--- config.mk ---
export PLATFORM = sky130hd
export DESIGN_NAME = fifo_with_delete_by_value_top
export DESIGN_NICKNAME = d
export VERILOG_FILES = /design/src/hw/rtl/fdv_pkg.sv /design/src/hw/rtl/fdv_cell.sv /design/src/hw/rtl/fifo_with_delete_by_value_top.sv
export SDC_FILE = /design/constraint.sdc
export NUM_CORES = 1
export LEC_CHECK = 0
export ABC_AREA = 0
export BUFFER_PORTS_ARGS = -buffer_cell sky130_fd_sc_hd__buf_2
export CAP_MARGIN = 30
export CORE_UTILIZATION = 53
export DETAILED_ROUTE_END_ITERATION = 12
export PLACE_DENSITY = 0.69
export SLEW_MARGIN = 20
export SYNTH_ARGS = -nofsm -noshare
export SYNTH_HDL_FRONTEND = slang
export SYNTH_SLANG_ARGS = --single-unit
export TNS_END_PERCENT = 50
--- constraint.sdc ---
create_clock -name clock -period 13.9 [get_ports clock]
set_input_delay 0 -clock clock [delete_from_list [all_inputs] [get_ports clock]]
set_output_delay 0 -clock clock [all_outputs]
set_load 0.005 [all_outputs]
--- src/hw/rtl/fdv_pkg.sv ---
// ----------------------------------------------------------------------------
// fdv_pkg
// Types and constants of the FIFO with delete by value.
// ----------------------------------------------------------------------------
`default_nettype none

package fdv_pkg;

   localparam int DEPTH_DEFAULT        = 16;
   localparam int HANDLE_WIDTH_DEFAULT = 32;
   localparam int CMD_WIDTH            = 2;
   localparam int STATUS_WIDTH         = 3;

   typedef enum logic [CMD_WIDTH-1:0] {
      CMD_ENQUEUE = 2'd0,
      CMD_DEQUEUE = 2'd1,
      CMD_DELETE  = 2'd2
   } cmd_type;

   typedef enum logic [STATUS_WIDTH-1:0] {
      ST_OK        = 3'd0,
      ST_EMPTY     = 3'd1,
      ST_NOT_FOUND = 3'd2,
      ST_FULL      = 3'd3,
      ST_ZERO_KEY  = 3'd4
   } status_type;

   // Operation broadcast to every cell of the row.
   typedef enum logic [1:0] {
      OP_HOLD    = 2'd0,
      OP_APPEND  = 2'd1,
      OP_POP     = 2'd2,
      OP_REMOVE  = 2'd3
   } cell_op_type;

   typedef struct packed {
      cell_op_type op;
   } cell_ctrl_type;

endpackage

`default_nettype wire

--- src/hw/rtl/fdv_cell.sv ---
// ----------------------------------------------------------------------------
// fdv_cell
// One slot of the queue: holds an entry, compares it with the key and takes
// its neighbor's entry when the row compacts.
// ----------------------------------------------------------------------------
`default_nettype none

module fdv_cell #(
   parameter int HANDLE_WIDTH = fdv_pkg::HANDLE_WIDTH_DEFAULT,
   parameter int COUNT_WIDTH  = 5,
   parameter int INDEX        = 0
) (
   input  wire logic                      clock,
   input  wire fdv_pkg::cell_ctrl_type    ctrl,
   input  wire logic [COUNT_WIDTH-1:0]    count,
   input  wire logic [HANDLE_WIDTH-1:0]   handle,
   input  wire logic [HANDLE_WIDTH-1:0]   next_data,
   input  wire logic                      hit_in,
   output logic                           hit_out,
   output logic [HANDLE_WIDTH-1:0]        data
);
   import fdv_pkg::*;

   logic [HANDLE_WIDTH-1:0] data_ff;
   logic [HANDLE_WIDTH-1:0] data_in;
   logic                    occupied;
   logic                    my_hit;

   assign occupied = COUNT_WIDTH'(INDEX) < count;
   assign my_hit   = occupied && (data_ff == handle);
   // Once a match is seen at or ahead of this cell, this cell closes the gap.
   assign hit_out  = hit_in || my_hit;
   assign data     = data_ff;

   always_comb begin
      data_in = data_ff;
      unique case (ctrl.op)
         OP_APPEND: begin
            if (count == COUNT_WIDTH'(INDEX)) begin
               data_in = handle;
            end
         end
         OP_POP:    data_in = next_data;
         OP_REMOVE: begin
            if (hit_out) begin
               data_in = next_data;
            end
         end
         default:   data_in = data_ff;
      endcase
   end

   always_ff @(posedge clock) begin
      data_ff <= data_in;
   end

endmodule

`default_nettype wire

--- src/hw/rtl/fifo_with_delete_by_value_top.sv ---
// A result strobes in the cycle after its command is accepted.
// Throughput: one command per cycle; busy is never raised by traffic.
// The row of cells matches all entries against the key in the same cycle
// and shifts to compact, so the ripple of the match chain sets the clock.
// Reset: synchronous; clears the length and holds busy high for its duration.
// ----------------------------------------------------------------------------
// fifo_with_delete_by_value_top
// Ordered queue of handles with enqueue, dequeue and delete of the first match.
// ----------------------------------------------------------------------------
`default_nettype none

module fifo_with_delete_by_value_top #(
   parameter int DEPTH        = fdv_pkg::DEPTH_DEFAULT,
   parameter int HANDLE_WIDTH = fdv_pkg::HANDLE_WIDTH_DEFAULT,
   parameter int COUNT_WIDTH  = $clog2(DEPTH + 1)
) (
   input  wire logic                                 clock,
   input  wire logic                                 reset,
   input  wire logic                                 start,
   output logic                                      busy,
   input  wire logic [fdv_pkg::CMD_WIDTH-1:0]        req_cmd,
   input  wire logic [HANDLE_WIDTH-1:0]              req_handle,
   output logic                                      rsp_valid,
   output logic [fdv_pkg::STATUS_WIDTH-1:0]          rsp_status,
   output logic [HANDLE_WIDTH-1:0]                   rsp_handle_out,
   output logic [COUNT_WIDTH-1:0]                    rsp_length
);
   import fdv_pkg::*;

   logic                    busy_ff;
   logic [COUNT_WIDTH-1:0]  count_ff;
   logic [COUNT_WIDTH-1:0]  count_in;
   logic                    rsp_valid_ff;
   status_type              rsp_status_ff;
   status_type              rsp_status_in;
   logic [HANDLE_WIDTH-1:0] rsp_handle_ff;
   logic [HANDLE_WIDTH-1:0] rsp_handle_in;
   logic                    accept;
   cell_ctrl_type           ctrl;
   logic [DEPTH:0]          hit;
   logic [HANDLE_WIDTH-1:0] data [DEPTH];

   assign accept = start && !busy_ff;
   assign hit[0] = 1'b0;

   for (genvar i = 0; i < DEPTH; i++) begin : g_cell
      logic [HANDLE_WIDTH-1:0] next_data;
      if (i == DEPTH - 1) begin : g_tail
         assign next_data = '0;
      end else begin : g_mid
         assign next_data = data[i+1];
      end
      fdv_cell #(
         .HANDLE_WIDTH (HANDLE_WIDTH),
         .COUNT_WIDTH  (COUNT_WIDTH),
         .INDEX        (i)
      ) u_cell (
         .clock     (clock),
         .ctrl      (ctrl),
         .count     (count_ff),
         .handle    (req_handle),
         .next_data (next_data),
         .hit_in    (hit[i]),
         .hit_out   (hit[i+1]),
         .data      (data[i])
      );
   end

   always_comb begin
      ctrl.op       = OP_HOLD;
      count_in      = count_ff;
      rsp_status_in = ST_OK;
      rsp_handle_in = '0;
      if (accept) begin
         unique case (req_cmd)
            CMD_ENQUEUE: begin
               if (count_ff == COUNT_WIDTH'(DEPTH)) begin
                  rsp_status_in = ST_FULL;
               end else begin
                  ctrl.op  = OP_APPEND;
                  count_in = count_ff + COUNT_WIDTH'(1);
               end
            end
            CMD_DEQUEUE: begin
               if (count_ff == '0) begin
                  rsp_status_in = ST_EMPTY;
               end else begin
                  ctrl.op       = OP_POP;
                  rsp_handle_in = data[0];
                  count_in      = count_ff - COUNT_WIDTH'(1);
               end
            end
            CMD_DELETE: begin
               priority if (req_handle == '0) begin
                  rsp_status_in = ST_ZERO_KEY;
               end else if (count_ff == '0) begin
                  rsp_status_in = ST_EMPTY;
               end else if (hit[DEPTH]) begin
                  ctrl.op  = OP_REMOVE;
                  count_in = count_ff - COUNT_WIDTH'(1);
               end else begin
                  rsp_status_in = ST_NOT_FOUND;
               end
            end
            default: begin
               rsp_status_in = ST_OK;
            end
         endcase
      end
   end

   always_ff @(posedge clock) begin
      if (reset) begin
         busy_ff      <= 1'b1;
         count_ff     <= '0;
         rsp_valid_ff <= 1'b0;
      end else begin
         busy_ff      <= 1'b0;
         count_ff     <= count_in;
         rsp_valid_ff <= accept;
      end
   end

   always_ff @(posedge clock) begin
      rsp_status_ff <= rsp_status_in;
      rsp_handle_ff <= rsp_handle_in;
   end

   assign busy           = busy_ff;
   assign rsp_valid      = rsp_valid_ff;
   assign rsp_status     = rsp_status_ff;
   assign rsp_handle_out = rsp_handle_ff;
   assign rsp_length     = count_ff;

endmodule

`default_nettype wire

==> out/results.ini <==
[floorplan]
dieArea_um2 = 56500
core_um2 = 55000
start_util = 0.536
num_rows = 86
die_h_um = 238
pin_count = 79
dieWidth_um = 238

[clock_network]
htreeDepth = 2
numCtsBuffers = 60
insertion_delay_ns = 0.64
cts_num_sinks = 554
postCtsSetupRepairBufs = 0
cts_max_path_buffers = 3
clk_pin_slew_ns = 0.06
tritoncts = done
clockRootBuffer = clkbuf_16
post_cts_resized = 0
holdBufCountCts = 2

[finish]
n_antenna_cell = 0
seq_area_um2 = 16200
nFillCells = 4476
layout_commonest_cell = edfxtp_1
multi_input_area_um2 = 12500
mostFrequentLayoutCells = edfxtp_1 (512), a21o_1 (482), xnor2_1 (330), xor2_1 (182), nand4_1 (152)
final_util = 0.595
final_nets = 2462
area_delta_synth_final_pct = 11.0
final_layout_size_suffix_gt1_frac = 0.120

[min_path]
min_from = req_cmd[0]
hold_end = rsp_length[1]
hold_class = in2reg
holdPathStages = 6

[route]
drc = 0
vias = 21400
drt_wl_total_um = 111000
wl_per_cell_um = 34.6
drt_pre_antenna_iters = 7
drt_iter0_drc = 3026
ant_nets = 0
vias_per_cell = 6.67

[status]
status = complete, no violations

[critical_path]
crit_family = compound AO/OA/AOI/OAI gates
r2r-start = rsp_length[4]
critical_path_class = reg2reg
reg2reg_to = g_cell[10].u_cell.data[22]
path_buf_inv = 3
required_ns = 14.40
worstRegToRegCells = 12
crit_path_max_incr_delay_ns = 0.99
cpMaxStageDelayCell = dfxtp_1
path_common_cell = buf_4
cp_cell_sequence = nor2_1, nand2_1, nor4b_1, nand3_1, o311ai_0, nor4_1, a21oi_1, o21a_4, buf_4, buf_4, buf_16, a21o_1
crit_path_start_kind = flop
end_kind = flop
r2r_slack_ns = 8.01
worstPathMaxFanout = 81
crit_arrival_ns = 6.39

[sta]
fin_skew_ns = 0.0159
rsz0062_at_grt = no
post-route-period-util = 0.424
fin_crit_ns = 5.89
max-slew-margin-rel = 0.273
final.setup.tns_ns = 0
drv_slew = 0
fmax_mhz = 170
worst_pin_slew_ns = 1.09
hold_viol_final = 0
finalSetupViolations = 0

[logic_synthesis]
ys_seq_area_frac = 0.551
synth.distinct_cells = 62
async_flop_share = 0
synth-seq-cells = 554
synthCells = 2388
postSynthAreaPerCell_um2 = 12.3
synth_edf_count = 512
syn-cell-area_um2 = 29500
yosys_warnings = 0
synth_flop_cell = edfxtp_1
syn_nets = 2434

[global_route]
grt.busiest_layer = met2
grt_antenna_before_repair = 3
overflow = 0
use_met3 = 0.107
grt_use_met2 = 0.608
use_met1 = 0.499
grt_pass1_wl_um = 156000
grt_usage = 0.393
grt_pass1_vias = 21100
grt_max_degree = 267

[power]
leakagePower_nw = 12.8
cellPowerDensity_nw_per_um2 = 125
ir_drop_uv = 114

[place]
hpwl_um = 71600
place_congestion = 0.963
io_buffers = 78

[run]
cap_violations = 0

-- cell usage after synthesis, drive strengths merged, types with 3 or more instances --
master,count,area share
nor3b,5,0.0013
nor3,40,0.0070
or2,5,0.0011
nor2b,10,0.0021
o21ai,10,0.0017
nor4,111,0.024
dfxtp,42,0.029
nand4,152,0.032
nand2,84,0.011
inv,7,0.00089
or3b,3,0.00089
o31ai,3,0.0012
a221oi,4,0.0012
edfxtp,512,0.52
buf,145,0.031
a31oi,3,0.00064
nand2b,4,0.00085
a21o,482,0.12
or3,9,0.0019
nor4bb,4,0.0014
and4,3,0.00089
xor2,182,0.054
a211oi,15,0.0038
xnor2,330,0.098
nand4b,11,0.0033
nor2,64,0.014
and2,36,0.0076
ha,9,0.0038
and3,3,0.00064
nor4b,4,0.0012
a21oi,12,0.0020
clkbuf,25,0.0032
nand3,33,0.0056
-- area by class of cell --
class                   instances  area share
flip-flops and latches        554       0.496
repair buffers                136      0.0300
clock buffers                  83      0.0530
well taps                     748      0.0286
inverters                       7    0.000803
multi-input cells            1657       0.381
clock inverters                28      0.0107
-- logic make-up (layout without fill, tap and decap cells) --
| group | Yosys count | in the layout | synth area share |
|---|---|---|---|
| adder cells (fa/ha/maj) | 9 | 9 | 0.00382 |
| AND/OR/NAND/NOR | 591 | 591 | 0.119 |
| multiplexers | 1 | 1 | 0.000382 |
| flip-flops | 554 | 554 | 0.551 |
| buffers and inverters | 177 | 254 | 0.0354 |
| AO/OA/AOI/OAI | 544 | 544 | 0.138 |
| XOR/XNOR | 512 | 512 | 0.152 |
-- layer usage --
| layer | part of all wire | routed length (µm) |
|---|---|---|
| met1 | 0.37 | 41400 |
| met2 | 0.45 | 49900 |
| met3 | 0.12 | 13000 |
| met4 | 0.060 | 6710 |
| met5 | 0.000099 | 11 |
-- power breakdown --
part | total (W) | switching, W | internal, W
Sequential | 0.00191 | 0.0000363 | 0.00187
Clock | 0.00172 | 0.000700 | 0.00102
Combinational | 0.000465 | 0.000314 | 0.000151
-- worst max-delay path by stage --
stage	start	endpoint	slack, ns	cells past startpoint
global placement	rsp_length[4]	g_cell[8].u_cell.data[4]	8.11	11
finish	rsp_length[4]	g_cell[10].u_cell.data[22]	8.01	12
floorplan	rsp_length[1]	g_cell[13].u_cell.data[0]	8.58	12
global route	rsp_length[4]	g_cell[9].u_cell.data[11]	7.82	12
detailed placement	rsp_length[4]	g_cell[9].u_cell.data[11]	8.04	11
CTS	rsp_length[4]	g_cell[9].u_cell.data[11]	7.97	11
-- worst register-to-register path, stage by stage (launching register included) --
cell and delay [ns]:
dfxtp_1 0.99, nor2_1 0.36, nand2_1 0.19, nor4b_1 0.25, nand3_1 0.12, o311ai_0 0.85, nor4_1 0.21, a21oi_1 0.48
o21a_4 0.56, buf_4 0.71, buf_4 0.46, buf_16 0.32, a21o_1 0.27
-- stage by stage --
stage               power [W]  setup slack, ns  cell area, µm²  hold WS [ns]  instances
floorplan             0.00221             8.58           29500        0.0277       2388
finish                0.00409             8.01           32700        0.0501       3213
detailed placement    0.00238             8.04           30400         0.277       3091
CTS                   0.00407             7.97           32500       0.00605       3204
global placement      0.00238             8.11           30400         0.278       3087
global route          0.00417             7.82           32700        0.0711       3213
-- registers in the layout, summed over array words and instances, names as in the netlist --
name and flops:
busy 1, g_cell.u_cell.data 512, rsp_handle_out 32, rsp_length 5, rsp_status 3, rsp_valid 1
Power figures use the tool's default switching activity.
